===== src/rtl/ima_pkg.sv =====
`timescale 1ns / 1ps

package ima_pkg;

  // Default sizing of the breakpoint table.
  localparam int CAPACITY_DEF  = 16;
  localparam int KEY_WIDTH_DEF = 32;

  // Fixed field widths of the two channels.
  localparam int RANGE_KEY_W   = 32;
  localparam int VALUE_W       = 8;
  localparam int ENTRY_INDEX_W = 4;
  localparam int ENTRY_KEY_W   = 32;
  localparam int ENTRY_COUNT_W = 5;

  typedef enum logic [1:0] {
    ST_APPLIED = 2'd0,
    ST_EMPTY   = 2'd1,
    ST_FULL    = 2'd2
  } status_t;

  typedef struct packed {
    logic [RANGE_KEY_W-1:0] range_start;
    logic [RANGE_KEY_W-1:0] range_end;
    logic [VALUE_W-1:0]     fill_value;
  } in_t;

  typedef struct packed {
    status_t                  status;
    logic [ENTRY_INDEX_W-1:0] entry_index;
    logic [ENTRY_KEY_W-1:0]   entry_key;
    logic [VALUE_W-1:0]       entry_value;
    logic [ENTRY_COUNT_W-1:0] entry_count;
    logic                     last;
  } out_t;

  typedef enum logic [2:0] {
    S_INIT,
    S_IDLE,
    S_SCAN,
    S_COMMIT,
    S_EMIT
  } state_t;

  // Commands from the controller to the datapath.
  typedef struct packed {
    logic cfg_load;
    logic init_wr;
    logic accept;
    logic scan;
    logic commit;
    logic emit;
  } cmd_t;

  // Status from the datapath to the controller.
  typedef struct packed {
    logic empty;
    logic scan_done;
    logic emit_last;
  } sts_t;

endpackage


===== src/rtl/ima_ram.sv =====
`timescale 1ns / 1ps

module ima_ram #(
  parameter int WIDTH = 8,
  parameter int DEPTH = 16,
  localparam int AW = $clog2(DEPTH)
) (
  input  logic             clk,
  input  logic             we,
  input  logic [AW-1:0]    waddr,
  input  logic [WIDTH-1:0] wdata,
  input  logic [AW-1:0]    raddr,
  output logic [WIDTH-1:0] rdata
);

  logic [WIDTH-1:0] mem [DEPTH];

  always_ff @(posedge clk) begin
    if (we) begin
      mem[waddr] <= wdata;
    end
    rdata <= mem[raddr];
  end

endmodule


===== src/rtl/ima_ctrl.sv =====
`timescale 1ns / 1ps

module ima_ctrl (
  input  logic          clk,
  input  logic          rst_n,
  input  logic          start,
  output logic          busy,
  input  logic          cfg_valid,
  output logic          cfg_ready,
  output ima_pkg::cmd_t cmd,
  input  ima_pkg::sts_t sts
);

  ima_pkg::state_t state_r;
  ima_pkg::state_t state_nxt;

  always_comb begin
    state_nxt = state_r;
    case (state_r)
      ima_pkg::S_INIT: begin
        state_nxt = ima_pkg::S_IDLE;
      end
      ima_pkg::S_IDLE: begin
        if (cfg_valid) begin
          state_nxt = ima_pkg::S_INIT;
        end else if (start) begin
          state_nxt = sts.empty ? ima_pkg::S_EMIT : ima_pkg::S_SCAN;
        end
      end
      ima_pkg::S_SCAN: begin
        if (sts.scan_done) begin
          state_nxt = ima_pkg::S_COMMIT;
        end
      end
      ima_pkg::S_COMMIT: begin
        state_nxt = ima_pkg::S_EMIT;
      end
      ima_pkg::S_EMIT: begin
        if (sts.emit_last) begin
          state_nxt = ima_pkg::S_IDLE;
        end
      end
      default: begin
        state_nxt = ima_pkg::S_IDLE;
      end
    endcase
  end

  always_comb begin
    cmd          = '0;
    cmd.cfg_load = (state_r == ima_pkg::S_IDLE) && cfg_valid;
    cmd.init_wr  = (state_r == ima_pkg::S_INIT);
    cmd.accept   = (state_r == ima_pkg::S_IDLE) && !cfg_valid && start;
    cmd.scan     = (state_r == ima_pkg::S_SCAN);
    cmd.commit   = (state_r == ima_pkg::S_COMMIT);
    cmd.emit     = (state_r == ima_pkg::S_EMIT);
    busy         = (state_r != ima_pkg::S_IDLE) || cfg_valid;
    cfg_ready    = (state_r == ima_pkg::S_IDLE);
  end

  always_ff @(posedge clk) begin
    if (!rst_n) begin
      state_r <= ima_pkg::S_INIT;
    end else begin
      state_r <= state_nxt;
    end
  end

  // A finished scan always hands over to the commit step.
  a_scan_to_commit: assert property (@(posedge clk) disable iff (!rst_n)
    (state_r == ima_pkg::S_SCAN) && sts.scan_done |=> (state_r == ima_pkg::S_COMMIT))
    else $error("scan end did not lead to commit");

  // Emission runs without a gap until the final entry.
  a_emit_holds: assert property (@(posedge clk) disable iff (!rst_n)
    (state_r == ima_pkg::S_EMIT) && !sts.emit_last |=> (state_r == ima_pkg::S_EMIT))
    else $error("table emission stopped early");

endmodule


===== src/rtl/ima_dp.sv =====
`timescale 1ns / 1ps

module ima_dp #(
  parameter int CAPACITY  = ima_pkg::CAPACITY_DEF,
  parameter int KEY_WIDTH = ima_pkg::KEY_WIDTH_DEF
) (
  input  logic                        clk,
  input  logic                        rst_n,
  input  ima_pkg::cmd_t               cmd,
  output ima_pkg::sts_t               sts,
  input  ima_pkg::in_t                in_data,
  input  logic [ima_pkg::VALUE_W-1:0] cfg_data,
  output logic                        out_valid,
  output ima_pkg::out_t               out_data
);

  localparam int VW      = ima_pkg::VALUE_W;
  localparam int IDX_W   = $clog2(CAPACITY);
  localparam int CNT_W   = $clog2(CAPACITY + 1);
  localparam int OC_W    = $clog2(CAPACITY + 3);
  localparam int RAM_W   = KEY_WIDTH + VW;
  localparam int OKEY_W  = ima_pkg::ENTRY_KEY_W;
  localparam int OIDX_W  = ima_pkg::ENTRY_INDEX_W;
  localparam int OCNT_W  = ima_pkg::ENTRY_COUNT_W;

  // Control state.
  logic                act_r;
  logic [CNT_W-1:0]    count_r;
  logic [CNT_W-1:0]    idx_r;
  logic [CNT_W-1:0]    idx_nxt;
  logic [OC_W-1:0]     oc_r;
  logic                ovf_r;
  logic                done_s_r;
  logic                done_e_r;
  logic                out_valid_r;
  ima_pkg::status_t    status_r;
  logic [VW-1:0]       cfg_r;

  // Payload state.
  logic [KEY_WIDTH-1:0] s_r;
  logic [KEY_WIDTH-1:0] e_r;
  logic [VW-1:0]        v_r;
  logic [VW-1:0]        at_end_r;
  logic [VW-1:0]        last_val_r;
  ima_pkg::out_t        out_r;

  // Table banks.
  logic [RAM_W-1:0] q0;
  logic [RAM_W-1:0] q1;
  logic [RAM_W-1:0] wdata;
  logic [IDX_W-1:0] waddr;
  logic             we0;
  logic             we1;
  logic             scan_wr;

  logic [KEY_WIDTH-1:0] in_s;
  logic [KEY_WIDTH-1:0] in_e;
  logic [KEY_WIDTH-1:0] rd_key;
  logic [VW-1:0]        rd_val;
  logic                 exhausted;
  logic                 push;
  logic [KEY_WIDTH-1:0] push_key;
  logic [VW-1:0]        push_val;
  logic                 adv;
  logic                 take_s;
  logic                 take_e;
  logic                 upd_at;
  logic                 scan_done;
  logic                 keep;
  logic                 emit_last;

  assign in_s   = KEY_WIDTH'(in_data.range_start);
  assign in_e   = KEY_WIDTH'(in_data.range_end);
  assign rd_key = act_r ? q1[RAM_W-1:VW] : q0[RAM_W-1:VW];
  assign rd_val = act_r ? q1[VW-1:0] : q0[VW-1:0];

  // One step of the merge walk over the current table. The old entries are
  // visited in key order; the new breakpoints at the range start and at the
  // range end are slotted in where they belong, and old entries covered by
  // the range are dropped.
  always_comb begin
    exhausted = (idx_r == count_r);
    push      = 1'b0;
    push_key  = s_r;
    push_val  = v_r;
    adv       = 1'b0;
    take_s    = 1'b0;
    take_e    = 1'b0;
    upd_at    = 1'b0;
    scan_done = 1'b0;
    if (!exhausted && (rd_key < s_r)) begin
      push     = 1'b1;
      push_key = rd_key;
      push_val = rd_val;
      adv      = 1'b1;
      upd_at   = 1'b1;
    end else if (!done_s_r) begin
      push   = 1'b1;
      take_s = 1'b1;
    end else if (!exhausted && (rd_key <= e_r)) begin
      adv    = 1'b1;
      upd_at = 1'b1;
    end else if (!done_e_r) begin
      push     = 1'b1;
      push_key = e_r;
      push_val = at_end_r;
      take_e   = 1'b1;
    end else if (!exhausted) begin
      push     = 1'b1;
      push_key = rd_key;
      push_val = rd_val;
      adv      = 1'b1;
    end else begin
      scan_done = 1'b1;
    end
  end

  // A pushed breakpoint is kept only if its value differs from the last kept.
  assign keep      = push && ((oc_r == '0) || (push_val != last_val_r));
  assign emit_last = ((idx_r + CNT_W'(1)) == count_r);

  always_comb begin
    idx_nxt = '0;
    if (cmd.emit) begin
      idx_nxt = emit_last ? '0 : idx_r + CNT_W'(1);
    end else if (cmd.scan && !scan_done) begin
      idx_nxt = idx_r + CNT_W'(adv);
    end
  end

  assign scan_wr = cmd.scan && keep && (oc_r < OC_W'(CAPACITY));
  assign waddr   = cmd.init_wr ? '0 : oc_r[IDX_W-1:0];
  assign wdata   = cmd.init_wr ? {{KEY_WIDTH{1'b0}}, cfg_r} : {push_key, push_val};
  assign we0     = (cmd.init_wr && !act_r) || (scan_wr && act_r);
  assign we1     = (cmd.init_wr && act_r) || (scan_wr && !act_r);

  ima_ram #(.WIDTH(RAM_W), .DEPTH(CAPACITY)) u_bank0 (
    .clk   (clk),
    .we    (we0),
    .waddr (waddr),
    .wdata (wdata),
    .raddr (idx_nxt[IDX_W-1:0]),
    .rdata (q0)
  );

  ima_ram #(.WIDTH(RAM_W), .DEPTH(CAPACITY)) u_bank1 (
    .clk   (clk),
    .we    (we1),
    .waddr (waddr),
    .wdata (wdata),
    .raddr (idx_nxt[IDX_W-1:0]),
    .rdata (q1)
  );

  always_ff @(posedge clk) begin
    if (!rst_n) begin
      act_r       <= 1'b0;
      count_r     <= CNT_W'(1);
      idx_r       <= '0;
      oc_r        <= '0;
      ovf_r       <= 1'b0;
      done_s_r    <= 1'b0;
      done_e_r    <= 1'b0;
      out_valid_r <= 1'b0;
      status_r    <= ima_pkg::ST_APPLIED;
      cfg_r       <= '0;
    end else begin
      idx_r       <= idx_nxt;
      out_valid_r <= cmd.emit;
      if (cmd.cfg_load) begin
        cfg_r <= cfg_data;
      end
      if (cmd.init_wr) begin
        count_r <= CNT_W'(1);
      end
      if (cmd.accept) begin
        oc_r     <= '0;
        ovf_r    <= 1'b0;
        done_s_r <= 1'b0;
        done_e_r <= 1'b0;
        status_r <= (in_s < in_e) ? ima_pkg::ST_APPLIED : ima_pkg::ST_EMPTY;
      end
      if (cmd.scan) begin
        if (keep) begin
          oc_r <= oc_r + OC_W'(1);
          if (oc_r == OC_W'(CAPACITY)) begin
            ovf_r <= 1'b1;
          end
        end
        if (take_s) begin
          done_s_r <= 1'b1;
        end
        if (take_e) begin
          done_e_r <= 1'b1;
        end
      end
      if (cmd.commit) begin
        if (ovf_r) begin
          status_r <= ima_pkg::ST_FULL;
        end else begin
          act_r   <= !act_r;
          count_r <= oc_r[CNT_W-1:0];
        end
      end
    end
  end

  always_ff @(posedge clk) begin
    if (cmd.accept) begin
      s_r <= in_s;
      e_r <= in_e;
      v_r <= in_data.fill_value;
    end
    if (cmd.scan) begin
      if (upd_at) begin
        at_end_r <= rd_val;
      end
      if (keep) begin
        last_val_r <= push_val;
      end
    end
    out_r.status      <= status_r;
    out_r.entry_index <= OIDX_W'(idx_r);
    out_r.entry_key   <= OKEY_W'(rd_key);
    out_r.entry_value <= rd_val;
    out_r.entry_count <= OCNT_W'(count_r);
    out_r.last        <= emit_last;
  end

  always_comb begin
    sts           = '0;
    sts.empty     = !(in_s < in_e);
    sts.scan_done = scan_done;
    sts.emit_last = emit_last;
  end

  assign out_valid = out_valid_r;
  assign out_data  = out_r;

  a_count_range: assert property (@(posedge clk) disable iff (!rst_n)
    (count_r != '0) && (count_r <= CNT_W'(CAPACITY)))
    else $error("breakpoint count out of range");

  a_build_bound: assert property (@(posedge clk) disable iff (!rst_n)
    oc_r <= OC_W'(CAPACITY + 2))
    else $error("rebuilt table grew past its bound");

  a_reject_keeps: assert property (@(posedge clk) disable iff (!rst_n)
    cmd.commit && ovf_r |=> $stable(count_r) && $stable(act_r))
    else $error("rejected assignment changed the table");

  a_last_ends: assert property (@(posedge clk) disable iff (!rst_n)
    out_valid_r && out_r.last |=> !out_valid_r)
    else $error("beat followed the final entry");

endmodule


===== src/rtl/interval_map_range_assign.sv =====
`timescale 1ns / 1ps

// Channel  Handshake                     Payload
// input    start, busy (start & !busy)   in_data  : range_start, range_end, fill_value
// result   out_valid (one-cycle strobe)  out_data : status, entry_index, entry_key,
//                                                   entry_value, entry_count, last
// config   cfg_valid, cfg_ready          cfg_data : base_value
//
// An assignment runs a merge walk over the n current breakpoints, a commit step and
// an emit of the m breakpoints left after it; an empty range skips walk and commit.
// The walk reads old breakpoints through the single read port of the current bank,
// one breakpoint a cycle except on the steps that insert the range start or end.
// Reset, and every base value write, passes through the init state, which writes entry 0.
// Results are strobed out with no back pressure; busy drops in the final beat's cycle.

module interval_map_range_assign #(
  parameter int CAPACITY  = ima_pkg::CAPACITY_DEF,
  parameter int KEY_WIDTH = ima_pkg::KEY_WIDTH_DEF
) (
  input  logic                        clk,
  input  logic                        rst_n,
  input  logic                        start,
  output logic                        busy,
  input  ima_pkg::in_t                in_data,
  output logic                        out_valid,
  output ima_pkg::out_t               out_data,
  input  logic                        cfg_valid,
  output logic                        cfg_ready,
  input  logic [ima_pkg::VALUE_W-1:0] cfg_data
);

  // The controller sequences init, walk, commit and emit; the datapath holds
  // the two table banks (one current, one being rebuilt) and the walk logic.
  ima_pkg::cmd_t cmd;
  ima_pkg::sts_t sts;

  ima_ctrl u_ctrl (
    .clk       (clk),
    .rst_n     (rst_n),
    .start     (start),
    .busy      (busy),
    .cfg_valid (cfg_valid),
    .cfg_ready (cfg_ready),
    .cmd       (cmd),
    .sts       (sts)
  );

  // On commit the rebuilt bank becomes current, unless the rebuilt table
  // would overflow, in which case the old bank stays and status reads full.
  ima_dp #(
    .CAPACITY  (CAPACITY),
    .KEY_WIDTH (KEY_WIDTH)
  ) u_dp (
    .clk       (clk),
    .rst_n     (rst_n),
    .cmd       (cmd),
    .sts       (sts),
    .in_data   (in_data),
    .cfg_data  (cfg_data),
    .out_valid (out_valid),
    .out_data  (out_data)
  );

endmodule

===== config.mk =====
export PLATFORM = sky130hd
export DESIGN_NAME = interval_map_range_assign
export DESIGN_NICKNAME = d
export VERILOG_FILES = /design/src/rtl/ima_pkg.sv /design/src/rtl/ima_ram.sv /design/src/rtl/ima_ctrl.sv /design/src/rtl/ima_dp.sv /design/src/rtl/interval_map_range_assign.sv
export SDC_FILE = /design/constraint.sdc
export NUM_CORES = 2
export LEC_CHECK = 0
export BUFFER_PORTS_ARGS = -buffer_cell sky130_fd_sc_hd__buf_2
export CELL_PAD_IN_SITES_DETAIL_PLACEMENT = 1
export CELL_PAD_IN_SITES_GLOBAL_PLACEMENT = 1
export CORE_UTILIZATION = 25
export CTS_CLUSTER_DIAMETER = 120
export DETAILED_ROUTE_END_ITERATION = 16
export PLACE_DENSITY = 0.46
export SYNTH_ARGS = -nofsm -noshare
export SYNTH_HDL_FRONTEND = slang
export SYNTH_SLANG_ARGS = --single-unit

===== constraint.sdc =====
create_clock -name clk -period 8 [get_ports clk]
set_input_delay 0.4 -clock clk [delete_from_list [all_inputs] [get_ports clk]]
set_output_delay 0.4 -clock clk [all_outputs]
set_load 0.02 [all_outputs]

* Yosys cells after proc, flatten, opt, wreduce, memory -nomap -nowiden
Memory sizes are Yosys's and may differ from the RTL's. A register that Yosys moved wholly into a read port is not among the register bits.
Cells that the tools add are included.
** Word-level totals
- Logic and storage cells :: 141
- Bits in registers :: 173
- Output and inout port bits :: 55
- Memories :: 2
- Memory bits (writable) :: 1280
** Memory list
- u_dp.u_bank0.mem :: depth 16, bits a word 40, rd ports 1, clocked after memory_dff 1, wr ports 1, line ima_ram.sv:16 : logic [WIDTH-1:0] mem [DEPTH];
- u_dp.u_bank1.mem :: depth 16, bits a word 40, rd ports 1, clocked after memory_dff 1, wr ports 1, line ima_ram.sv:16
** Operators by class
- Equal/unequal tests :: 12
- Bitwise gates (word level) :: 1
- Order comparisons :: 4
- Add/subtract/negate cells :: 3
- Reductions and logical operators :: 27
- Mux-type cells :: 70
** Operator list (count)
- $mux W32 :: 6
- $lt A32 B32 Y1 :: 2
- $mux W8 :: 6
- $mux W5 :: 9
- $mux W40 :: 1
- $mux W1 :: 38
- $le A32 B32 Y1 :: 1
- $mux W3 :: 5
- $logic_and A1 B1 Y1 :: 13
- $pmux W3 S4 :: 1
- $add A5 B1 Y5 const B :: 2
- $eq A5 B5 Y1 :: 2
- $ne A8 B8 Y1 :: 1
- $eq A3 B2 Y1 const B :: 2
- $mux W2 :: 3
- $reduce_and A2 Y1 :: 3
- $add A5 B1 Y5 :: 1
- $eq A5 B5 Y1 const B :: 1
- $logic_not A5 Y1 :: 1
- $lt A5 B5 Y1 const B :: 1
- $logic_not A1 Y1 :: 4
- $logic_or A1 B1 Y1 :: 4
- $mux W4 :: 1
- $ne A2 B2 Y1 const B :: 2
- other kinds (7) :: 7

* Depth between registers and ports, before layout
- Depth after elaboration :: 15
- Depth in mapped cells :: 23
- Gate-level depth less buffers :: 17

* Modules after synthesis
Synthesis repeated with hierarchy kept, for this count alone.
** Unflattened totals
- Cells, all modules :: 3162
- Area, all modules :: 60641.9 µm²
** By module, submodules not included
- ima_ram :: area an instance 25131.6 µm², cells an instance 1040, instances 2
- ima_dp :: area an instance 10172.3 µm², cells an instance 1057, instances 1
- ima_ctrl :: area an instance 206.4 µm², cells an instance 25, instances 1

* Worst setup path after synthesis
No wires, ideal clock.
- Path kind :: reg2reg
- Start :: register u_dp.act_r
- End :: memory u_dp.u_bank1.mem[12][0] in the netlist's numbering (enable)
- Data required time :: 7.562 ns
- Path slack :: 1.428 ns
- Path buffers :: 4
- Cell stages (with the launch flop) :: 19
- Arrival :: 6.134 ns
- Path through :: dfxtp_1 > buf_2 > buf_1 > clkbuf_1 > mux2_2 > ha_1 > a21oi_1 > nand2_1 > a221o_1 > o31a_1 > o31ai_4 > buf_2 > a2bb2oi_1 > a32oi_1 > a41oi_1 > o31ai_4 > inv_2 > nand3_1 > nor2_1
** Between the ends
- Longest elaborated chain between the ends :: 15
** Ends and longest elaborated chain
- start: declaration :: line ima_dp.sv:27 : logic act_r;
- start signal: assignment :: line ima_dp.sv:201 : act_r <= !act_r;
- $mux W32 * :: line ima_dp.sv:74 : assign rd_key = act_r ? q1[RAM_W-1:VW] : q0[RAM_W-1:VW];
- named net u_dp.rd_key[14] :: line ima_dp.sv:58 : logic [KEY_WIDTH-1:0] rd_key;
- $le A32 B32 Y1 :: line ima_dp.sv:100 : end else if (!exhausted && (rd_key <= e_r)) begin
- $logic_and A1 B1 Y1 :: line ima_dp.sv:100
- $mux W8 :: line ima_dp.sv:100
- $mux W8 :: line ima_dp.sv:97 : end else if (!done_s_r) begin
- $mux W8 :: line ima_dp.sv:91 : if (!exhausted && (rd_key < s_r)) begin
- $ne A8 B8 Y1 :: line ima_dp.sv:119 : assign keep = push && ((oc_r == '0) || (push_val != last_val_r));
- $logic_or A1 B1 Y1 :: line ima_dp.sv:119
- $logic_and A1 B1 Y1 * :: line ima_dp.sv:119
- $logic_and A1 B1 Y1 * (2 in a row) :: line ima_dp.sv:131 : assign scan_wr = cmd.scan && keep && (oc_r < OC_W'(CAPACITY));
- $logic_and A1 B1 Y1 * :: line ima_dp.sv:135 : assign we1 = (cmd.init_wr && act_r) || (scan_wr && !act_r);
- $logic_or A1 B1 Y1 * :: line ima_dp.sv:135
- $mux W1 * :: line ima_ram.sv:19 : if (we) begin
- $mux W1 (implied by the code) * :: line ima_ram.sv:20 : mem[waddr] <= wdata;
- end: declaration :: line ima_ram.sv:16
The timed path passes the listed nets; every way through them passes the cells marked *.

* Worst setup path in the final report
- Start :: register u_dp.act_r
- End :: memory u_dp.u_bank1.mem[2][15] in the netlist's numbering (enable)
** Between the ends
- Longest elaborated chain between the ends :: 15
** Ends and longest elaborated chain (line)
- $mux W32 or $mux W8 (tied branches) :: ima_dp.sv:74, ima_dp.sv:75
- $le A32 B32 Y1 or $mux W8 (tied branches) :: ima_dp.sv:100, ima_dp.sv:108
- $logic_and A1 B1 Y1 or $mux W8 (tied branches) :: ima_dp.sv:100, ima_dp.sv:103
- $mux W8 :: ima_dp.sv:100
- $mux W8 :: ima_dp.sv:97
- $mux W8 :: ima_dp.sv:91
- $ne A8 B8 Y1 :: ima_dp.sv:119
- $logic_or A1 B1 Y1 :: ima_dp.sv:119
- $logic_and A1 B1 Y1 :: ima_dp.sv:119
- $logic_and A1 B1 Y1 (2 in a row) :: ima_dp.sv:131
- $logic_and A1 B1 Y1 :: ima_dp.sv:135
- $logic_or A1 B1 Y1 * :: ima_dp.sv:135
- $mux W1 * :: ima_ram.sv:19
- $mux W1 (implied by the code) * :: ima_ram.sv:20
Every way passes the cells marked *; elsewhere a longest branch is shown, timed or not.

==> out/metrics.sh <==
POST_SYNTH_EDFFS=1368
CRIT-REG2REG-LAUNCH='u_dp.act_r$_SDFFE_PN0P_'
CELLLEAKAGEPOWER_nW=26.1
CTS_HTREE_LEVELS=4
FLOORPLAN.DIE.WIDTH_UM=500
DRTANTENNAVIOLNETS=0
MUXSHAREOFSYNTHAREA_PCT=0.969
ROUTE.DETAILED.VIAS_PER_INST=4.78
FILLCELLCOUNT=26400
CONGESTION_OVERFLOW_GR=0
GRT_MAX_DEGREE=80
CLK_TRANSITION_REPORTED_PATHS_NS=0.06
GRT_PASS1_WL_UM=320000
TNS_NS=0
POST-SYNTH-TOP-AREA-CELL='edfxtp_1'
BOUNDARYPINS=139
DRT_FIRST_ITER_VIOLATIONS=2885
UTILIZATION_PCT=30.2
PWR_TOTAL_mW=18.6
POSTSYNTHAREAPERCELL_UM2=12.6
POST_CTS.REPAIR.SETUP_BUFFERS=0
WORST_EP_ARRIVAL_TIME_NS=7.76
POST_SYNTH_MAIN_AREA_CONTRIBUTORS='edfxtp_1 66%, nand2_1 8.3%, dfxtp_1 5.3%'
SYNTH_FP_NETS=5105
CP_DATA_REQUIRED_TIME_NS=8.51
HPWLAFTERDP_UM=129000
SYNTH_COMPOUND_AREA_SHARE_PCT=7.71
SYNTH_CELL_TYPE_COUNT=72
CTS-RESIZED-GATES=0
FIRST_GLOBAL_VIAS=42400
POWER.DENSITY_mW_PER_MM2=250
MAXCAPVIOLATIONS=0
VIAS=41200
FINAL_MAX_SLEW_VIOL_COUNT=0
TIMING.HOLD.WORST.START='start'
WORST_PIN_SLEW_NS=1.32
GRT_SETUP_UNREPAIRED='false'
MOST-COMMON-LAYOUT-CELLS='1,375 x nand2_1, 1,368 x edfxtp_1, 351 x nand3_1'
FLOORPLAN.INITIALDENSITY_PCT=25.2
SHARE_OF_ASYNC_SETTABLE_OR_ASYNC_RESETTABLE_FLOPS_AFTER_SYNTHESIS_PCT=0
CTS-HOLD-FIX-BUFFERS=82
TIMING.FINAL.CRIT_SHARE_PCT=90.6
SYN2LAYOUT_AREA_GROWTH_PCT=19.9
YOSYS_WARNINGS=0
SYNTH_TOP_FAMILY_BY_AREA='simple AND/OR/NAND/NOR gates'
FLOORPLAN.CORE_AREA_MM2=0.246
WIRELENGTH_UM=223000
CTS_NUM_SINKS=1533
YS_FF_LATCH=1533
CRITICALPATHCATEGORY='reg2reg'
CLK-INSERTION-DELAY-LATE_NS=0.82
FLOORPLAN.DIE.HEIGHT_UM=500
LEADING_CELL_TYPE_IN_THE_LAYOUT_FILL_AND_TAPS_EXCLUDED='nand2_1'
ADDER_AND_MAJORITY_CELL_FRACTION_OF_THE_SYNTHESIZED_AREA_PCT=2.00
SORT_OF_ELEMENT_AT_THE_END_OF_THE_CRITICAL_PATH='register'
MULTIINPUTGATEAREA_MM2=0.0164
POST_SYNTHESIS_CELL_AREA_MM2=0.0620
LAYOUT_MIN_CYCLE_TIME_NS=7.25
FINAL_SETUP_VIO_COUNT=0
CELL_CHOSEN_FOR_THE_CLOCK_ROOT='clkbuf_16'
SYN_INST=4922
WORSTSETUPSTARTPOINTTYPE='register'
INSTANCES_NO_FILL=8624
FIN_NETS=5347
PROPORTION_OF_LAYOUT_CELLS_WITH_A_DRIVE_SUFFIX_ABOVE_1_PCT=12.8
DIE_AREA_MM2=0.250
ROUTE.DETAILED.WL_PER_INST_UM=25.9
WORST_CLOCK_SKEW_NS=0.0330
SHARE_OF_THE_SYNTHESIZED_NETLIST_AREA_TAKEN_BY_XOR_AND_XNOR_GATES_PCT=0.224
GP_CONGESTION=0.799
VDD.IR_DROP.WORST_V=0.000167
SEQUENTIAL_CELL_AREA_MM2=0.0444
TRITONCTS='built'
CRITICAL_PATH.STARTPOINT='u_dp.act_r$_SDFFE_PN0P_'
DP_CELLS=8224
NUMBER_OF_ANTENNA_VIOLATIONS_AT_THE_FIRST_CHECK_IN_GLOBAL_ROUTING=12
TIMING.MAX_SLEW.REL_SLACK_PCT=11.5
DRT_DRC_VIOLATIONS_LEFT=0
WORST_HOLD_PATH_TYPE='in2reg'
NUMCTSBUFFERS=168
NUMPORTBUFFERS=138
POST_SYNTH_SIMPLE_GATE_AREA_PCT=14.6
MAX_FREQ_MHz=138
DRTPASS1ITERATIONS=7
GRT_USAGE_PCT=17.6
POSTSYNTH.TOPFLOPCELL='edfxtp_1'
SYNTH-SEQ-AREA-SHARE_PCT=71.6
DEEPEST_CLOCK_PATH_BUFFER_COUNT=3
CRITICAL_PATH.MAX_FANOUT=34
SHARE_OF_THE_SYNTHESIZED_AREA_IN_THE_TOP_CELL_TYPE_PCT=66.3
FINAL_HOLD_VIOL_COUNT=0
STATUS='finished clean'
CORE.ROWCOUNT=182
[layout make-up]
type / count / area share, %
Clock inverter: 61 / 0.877
Clock buffer: 256 / 6.49
Timing Repair Buffer: 391 / 4.77
Tap cell: 3312 / 5.57
Sequential cell: 1533 / 59.7
Antenna cell: 1 / 0.00337
Inverter: 112 / 0.567
Multi-Input combinational cell: 2958 / 22.0
[synthesized netlist by cell type (all sizes together) (37+ instances only)]
master  count
a21oi     194
a311oi    241
a31oi      92
and3      161
buf       147
clkbuf    172
dfxtp     165
edfxtp   1368
ha         99
inv       112
mux2       37
nand2    1375
nand3     355
nor2      151
[cells by family after synthesis]
group | Yosys count
buffers and inverters | 431
AO/OA/AOI/OAI | 667
AND/OR/NAND/NOR | 2122
flip-flops | 1533
multiplexers | 55
XOR/XNOR | 15
adder cells (fa/ha/maj) | 99
[where the power goes]
| part | leakage, nW | switching [mW] | internal [mW] |
|---|---|---|---|
| clock network | 2.66 | 3.36 | 4.43 |
| registers | 14.0 | 0.123 | 9.17 |
| logic | 9.44 | 1.13 | 0.399 |
| total | 26.1 | 4.62 | 14.0 |
[worst paths after layout]
check,cells after the start,end,slack (ns)
max,15,u_dp.u_bank1.mem[2][15]$_DFFE_PP_,0.75
min,4,u_ctrl.state_r[0]$_SDFFE_PN0P_,0.09
max reg2reg,15,u_dp.u_bank1.mem[2][15]$_DFFE_PP_,0.75
min reg2reg,0,u_dp.out_data[51]$_DFF_P_,0.36
[metrics by stage]
step	worst slack [ns]	hold slack, ns	instance area, um2
floorplan	1.43	0.326	62000
global placement	0.816	0.349	68100
detailed placement	0.753	0.357	68100
CTS	0.726	0.00780	74400
global route	0.446	0.0876	74400
finish	0.751	0.0868	74400
[sequential cells by signal, indices dropped and copies added (netlist names), 2 cells and up]
register and flops:
u_dp.u_bank0.rdata 40, u_ctrl.state_r 3, u_dp.idx_r 5, u_dp.u_bank1.mem 640
u_dp.u_bank0.mem 640, u_dp.v_r 8, u_dp.at_end_r 8, u_dp.count_r 5
u_dp.s_r 32, u_dp.e_r 32, u_dp.out_data 52, u_dp.oc_r 5
u_dp.status_r 2, u_dp.cfg_r 8, u_dp.last_val_r 8, u_dp.u_bank1.rdata 40
[critical path, cell delays in order (launching register included)]
cell and delay (ns):
dfxtp_4 0.89, mux2i_1 1.04, ha_1 0.29, nor2b_1 0.05, o211ai_1 0.14, a2111oi_0 0.23
o31a_1 0.40, o31ai_4 0.90, a2bb2oi_1 0.29, a22oi_1 0.11, a41oi_1 0.40, o31ai_4 0.20
inv_2 0.29, nand3_2 0.42, nor2_4 0.86, buf_4 0.30
[layer usage]
| metal | GRT usage [%] | up-vias | share of wire, % |
|---|---|---|---|
| met1 | 25.0 | 21600 | 48 |
| met2 | 28.7 | 793 | 47 |
| met4 | 3.65 | 2 | 1.6 |
| met3 | 2.06 | 215 | 3.4 |
| met5 | 0 | - | 0.0072 |
| li1 | - | 18600 | - |
(Power assumes the default switching activity.)
